$ cat config.mk
export PLATFORM = sky130hd
export DESIGN_NAME = s256l_lane
export DESIGN_NICKNAME = d
export VERILOG_FILES = /design/src/hdl/s256l_pkg.sv /design/src/hdl/s256l_lane.sv
export SDC_FILE = /design/constraint.sdc
export NUM_CORES = 2
export LEC_CHECK = 0
export ABC_AREA = 1
export BUFFER_PORTS_ARGS = -buffer_cell sky130_fd_sc_hd__clkbuf_2
export CORE_ASPECT_RATIO = 1.75
export CORE_MARGIN = 5
export CORE_UTILIZATION = 33
export CTS_BUF_LIST = sky130_fd_sc_hd__clkbuf_2 sky130_fd_sc_hd__clkbuf_4 sky130_fd_sc_hd__clkbuf_8
export CTS_CLUSTER_DIAMETER = 150
export CTS_CLUSTER_SIZE = 20
export DETAILED_ROUTE_END_ITERATION = 12
export PLACE_DENSITY_LB_ADDON = 0.25
export SYNTH_ARGS = -nofsm -noshare
export SYNTH_HDL_FRONTEND = slang
export SYNTH_SLANG_ARGS = --single-unit
$ cat constraint.sdc
create_clock -name clk -period 9.7 [get_ports clk]
set_input_delay 1.94 -clock clk [delete_from_list [all_inputs] [get_ports clk]]
set_output_delay 1.94 -clock clk [all_outputs]
set_load 0.02 [all_outputs]
$ cat src/hdl/s256l_pkg.sv
// Shared types, constants and control structures of the sixteen-lane SHA-256 hasher.
// No dependencies; every other file of the block depends on this package.
package s256l_pkg;

    localparam int LANES = 16;
    localparam int LANE_IW = (LANES > 1) ? $clog2(LANES) : 1;
    localparam int CNT_W = LANE_IW + 2;
    localparam int CFG_IW = 3;

    typedef logic [31:0] word_t;
    typedef logic [7:0][31:0] hash_t;

    localparam logic [CFG_IW-1:0] REG_USE_CUSTOM = 3'd0;
    localparam logic [CFG_IW-1:0] REG_WORDS_0_1 = 3'd1;
    localparam logic [CFG_IW-1:0] REG_WORDS_2_3 = 3'd2;
    localparam logic [CFG_IW-1:0] REG_WORDS_4_5 = 3'd3;
    localparam logic [CFG_IW-1:0] REG_WORDS_6_7 = 3'd4;
    localparam logic [CFG_IW-1:0] REG_PRIOR_BITS = 3'd5;

    localparam logic [7:0] PAD_MARK = 8'h80;

    localparam hash_t IV = {
        32'h5be0cd19, 32'h1f83d9ab, 32'h9b05688c, 32'h510e527f,
        32'ha54ff53a, 32'h3c6ef372, 32'hbb67ae85, 32'h6a09e667
    };

    localparam word_t RK [64] = '{
        32'h428a2f98, 32'h71374491, 32'hb5c0fbcf, 32'he9b5dba5,
        32'h3956c25b, 32'h59f111f1, 32'h923f82a4, 32'hab1c5ed5,
        32'hd807aa98, 32'h12835b01, 32'h243185be, 32'h550c7dc3,
        32'h72be5d74, 32'h80deb1fe, 32'h9bdc06a7, 32'hc19bf174,
        32'he49b69c1, 32'hefbe4786, 32'h0fc19dc6, 32'h240ca1cc,
        32'h2de92c6f, 32'h4a7484aa, 32'h5cb0a9dc, 32'h76f988da,
        32'h983e5152, 32'ha831c66d, 32'hb00327c8, 32'hbf597fc7,
        32'hc6e00bf3, 32'hd5a79147, 32'h06ca6351, 32'h14292967,
        32'h27b70a85, 32'h2e1b2138, 32'h4d2c6dfc, 32'h53380d13,
        32'h650a7354, 32'h766a0abb, 32'h81c2c92e, 32'h92722c85,
        32'ha2bfe8a1, 32'ha81a664b, 32'hc24b8b70, 32'hc76c51a3,
        32'hd192e819, 32'hd6990624, 32'hf40e3585, 32'h106aa070,
        32'h19a4c116, 32'h1e376c08, 32'h2748774c, 32'h34b0bcb5,
        32'h391c0cb3, 32'h4ed8aa4a, 32'h5b9cca4f, 32'h682e6ff3,
        32'h748f82ee, 32'h78a5636f, 32'h84c87814, 32'h8cc70208,
        32'h90befffa, 32'ha4506ceb, 32'hbef9a3f7, 32'hc67178f2
    };

    typedef enum logic [2:0] {
        ST_IDLE,
        ST_PAD,
        ST_ROUND,
        ST_ADD,
        ST_EMIT
    } state_t;

    typedef struct packed {
        logic  shift;
        logic  start;
        logic  round;
        logic  add;
        logic  load;
        word_t k;
    } lane_ctl_t;

endpackage

$ cat src/hdl/s256l_lane.sv
// One SHA-256 lane: 64-byte message window doubling as the schedule, working and chaining words.
// Depends on s256l_pkg for the control structure and the initial hash values.
module s256l_lane (
    input  logic                 clk,
    input  logic                 rst_n,
    input  s256l_pkg::lane_ctl_t ctl,
    input  logic [7:0]           byte_in,
    input  s256l_pkg::hash_t     init,
    output s256l_pkg::hash_t     h
);
    import s256l_pkg::*;

    logic [511:0] win_reg;
    hash_t        v_reg;
    hash_t        h_reg;
    word_t        w0, w1, w9, w14, new_w, t1, t2, s0, s1, e, a;

    function automatic word_t rotr(word_t x, int n);
        return (x >> n) | (x << (32 - n));
    endfunction

    always_comb
    begin
        w0 = win_reg[511:480];
        w1 = win_reg[479:448];
        w9 = win_reg[223:192];
        w14 = win_reg[63:32];
        s0 = rotr(w1, 7) ^ rotr(w1, 18) ^ (w1 >> 3);
        s1 = rotr(w14, 17) ^ rotr(w14, 19) ^ (w14 >> 10);
        new_w = w0 + s0 + w9 + s1;
        e = v_reg[4];
        a = v_reg[0];
        t1 = v_reg[7] + (rotr(e, 6) ^ rotr(e, 11) ^ rotr(e, 25))
             + ((e & v_reg[5]) ^ (~e & v_reg[6])) + ctl.k + w0;
        t2 = (rotr(a, 2) ^ rotr(a, 13) ^ rotr(a, 22))
             + ((a & v_reg[1]) ^ (a & v_reg[2]) ^ (v_reg[1] & v_reg[2]));
    end

    always_ff @(posedge clk)
    begin
        if (ctl.shift)
        begin
            win_reg <= {win_reg[503:0], byte_in};
        end
        else if (ctl.round)
        begin
            win_reg <= {win_reg[479:0], new_w};
        end
        if (ctl.start)
        begin
            v_reg <= h_reg;
        end
        else if (ctl.round)
        begin
            v_reg <= {v_reg[6], v_reg[5], v_reg[4], v_reg[3] + t1,
                      v_reg[2], v_reg[1], v_reg[0], t1 + t2};
        end
    end

    always_ff @(posedge clk or negedge rst_n)
    begin
        if (!rst_n)
        begin
            h_reg <= IV;
        end
        else if (ctl.load)
        begin
            h_reg <= init;
        end
        else if (ctl.add)
        begin
            for (int i = 0; i < 8; i++)
            begin
                h_reg[i] <= h_reg[i] + v_reg[i];
            end
        end
    end

    assign h = h_reg;

endmodule

==> metrics.txt <==
netlist area before placement 72840 sq um; syn avg cell area 8.016 sq um; Vias per Instance 5.424; CTS tree built; final hold violation count 0; DPL Wire Length 317.6 mm; post-CTS setup buffers 0; first-pass GRT wire length 521.0 mm; unrepaired setup endpoints after global routing false; startpoint-to-endpoint class of the critical path in -> reg; cells after synthesis 9087; class of the most critical hold timing path reg -> reg; number of synthesized register bits 1024; number of cell rows 228; share of flip-flops with an asynchronous set or reset 25.00%; number of flops mapped to enable cells by yosys 768; Critical Path End Type flip-flop; Crit-path slowest cell sky130_fd_sc_hd__xor2_1; share of the yosys chip area belonging to registers 40.69%; Crit path largest cell delay 0.76 ns; die outline area 230600 sq um; number of routed nets with antenna violations 0; max-cap violation count 0; maximum clock skew at final layout 0.1016 ns; internal reg-to-reg setup slack 1.99 ns; global placer's final weighted congestion 1.038; family with the most delay on the worst path adder cells; max reg flops 512; starting density of the core 33.12%; post-synth net total 9957; biggest area contributors in the synthesized netlist sky130_fd_sc_hd__edfxtp_1 (32%), sky130_fd_sc_hd__nand2_1 (16%), sky130_fd_sc_hd__ha_1 (6.4%); Netlist cell types 51; Yosys top cell by area sky130_fd_sc_hd__edfxtp_1; number of sinks driven by the clock tree 1024; PostCTS Resize Cnt 0; number of DRC violations after detailed routing 0; insertion delay to the later sink of the worst-skew pair 0.97 ns; nets@finish 10296; Synth top area share 31.66%; transition at the pin with the smallest max-transition slack 1.212 ns; GR Overflow Total 0; highest attainable clock frequency 127.6 MHz; hold path endpoint h[32]; fin crit share 80.77%; outcome complete, no violations; port bufs 558; accumulated negative setup slack 0 ns; kind of start point of the critical path input port; Max H-tree Level 2; overall die width 365.2 um; clock-pin slew on the worst setup and hold paths 0.15 ns; via count of the first global-routing pass 68586; Crit path required time 10.36 ns; most frequent cells in the layout sky130_fd_sc_hd__nand2_1 (3086), sky130_fd_sc_hd__inv_1 (1014), sky130_fd_sc_hd__edfxtp_1 (768); post-cts hold buffer count 0; endpoint of the worst-slack reg-to-reg timing path a[30]; area inside the core boundary 219900 sq um; number of max-slew violations in the final report 0; setup violators final 0; share of layout cells above drive strength 1 10.12%; worst path arrival time 8.50 ns; Die H 631.5 um; count of warnings emitted by yosys 0; crit path max fanout 6; number of antenna violations at the first check in global routing 27; first-pass iteration count of the detailed router 6; number of cells on the worst reg-to-reg path 28; Buf/Inv on CP 8; origin of the worst min-delay path h[32]; overall routing resource usage 32.27%; synthesis-to-layout area growth 9.540%; Critical path origin ctl[3]; wire length reported by the detailed router 383.1 mm; Clock Root Buffer sky130_fd_sc_hd__clkbuf_8; most frequent standard cell in the layout excluding fill and tap cells sky130_fd_sc_hd__nand2_1; final worst path period need 7.835 ns; TritonCTS buffer count 57; maximum number of pins on one net before global-route repair 190; total number of vias 67085; Avg WL per Cell 30.98 um; worst slew margin relative to its limit 18.93%; count of pins on the block boundary 559; maximum clock path buffer count 3; commonest register cell after synthesis sky130_fd_sc_hd__edfxtp_1; launch instance of the worst register-to-register path e[22]; cell depth of the worst min-delay path 2; DRT iter0 DRCs 5655
==> how the worst max path moves through the flow <==
stage / endpoint / slack, ns / cells past startpoint
5_1_grt: a[29] / 1.77 / 30
4_1_cts: a[26] / 2.01 / 29
3_3_place_gp: a[26] / 0.96 / 29
2_1_floorplan: win_reg[0] / 0.07 / 6
6_report: a[26] / 1.87 / 29
3_5_place_dp: a[26] / 1.04 / 29
==> layout make-up <==
class	instances	area [sq um]
antenna	18	45.04
clock buffer	102	1122
clock inverter	6	111.4
fill	23530	140200
inverter	1021	3850
multi-input combinational	6711	38110
sequential	1024	29640
tap	2875	3597
timing repair buffer	611	3318
==> metal layers <==
layer / share of wire (%) / GRT usage [%]
met1: 33 / 32.54
met3: 5.5 / 4.876
met4: 12 / 29.20
met5: 0.016 / 0
met2: 50 / 57.03
==> worst register-to-register path: cells and delay by family (launching register included) <==
kind / cells / cell delay [ns]
AOI/OAI and AO/OA: 9 / 1.69
xor gates and xnor gates: 3 / 1.69
adders and majority gates: 5 / 2.00
buffers and inverters: 4 / 0.43
DFF: 1 / 0.86
and+or+nand+nor: 7 / 0.76
==> kinds of logic (layout without fill, tap and decap cells) <==
family / Yosys count / in the layout / share of synthesized area [%]
buffers and inverters: 1352 / 1740 / 7.047
xor gates and xnor gates: 404 / 404 / 4.857
DFF: 1024 / 1024 / 40.69
and+or+nand+nor: 4093 / 4093 / 22.52
other: 0 / 18 / 0
AOI/OAI and AO/OA: 1647 / 1647 / 13.14
adders and majority gates: 567 / 567 / 11.75
==> synthesized netlist by cell type, drive strengths merged, types with 46 or more instances <==
library cell  count
nand2          3092
inv            1021
edfxtp          768
o21ai           727
a21oi           455
nor2            433
ha              372
nand3           334
clkbuf          266
xnor2           222
fa              195
xor2            182
a22oi           145
dfstp           136
dfrtp           120
nand4            69
buf              65
a21o             57
nor3             50
o221ai           50
o21bai           49
or2              46
==> stage by stage <==
stage | setup WS, ns | area [sq um] | hold slack [ns] | instances | utilization, %
6_report | 1.865 | 79790 | 0.5254 | 12368 | 36.28
5_1_grt | 1.770 | 79750 | 0.5592 | 12352 | 36.26
4_1_cts | 2.013 | 79750 | 0.5257 | 12350 | 36.26
3_5_place_dp | 1.035 | 78520 | 0.5067 | 12242 | 35.70
3_3_place_gp | 0.9626 | 78520 | 0.5013 | 12242 | 35.70
2_1_floorplan | 0.06721 | 72850 | 0.5131 | 9087 | -
Power is not shown: default switching activity piles up to over one toggle a cycle in this logic, so the estimate is an artifact.
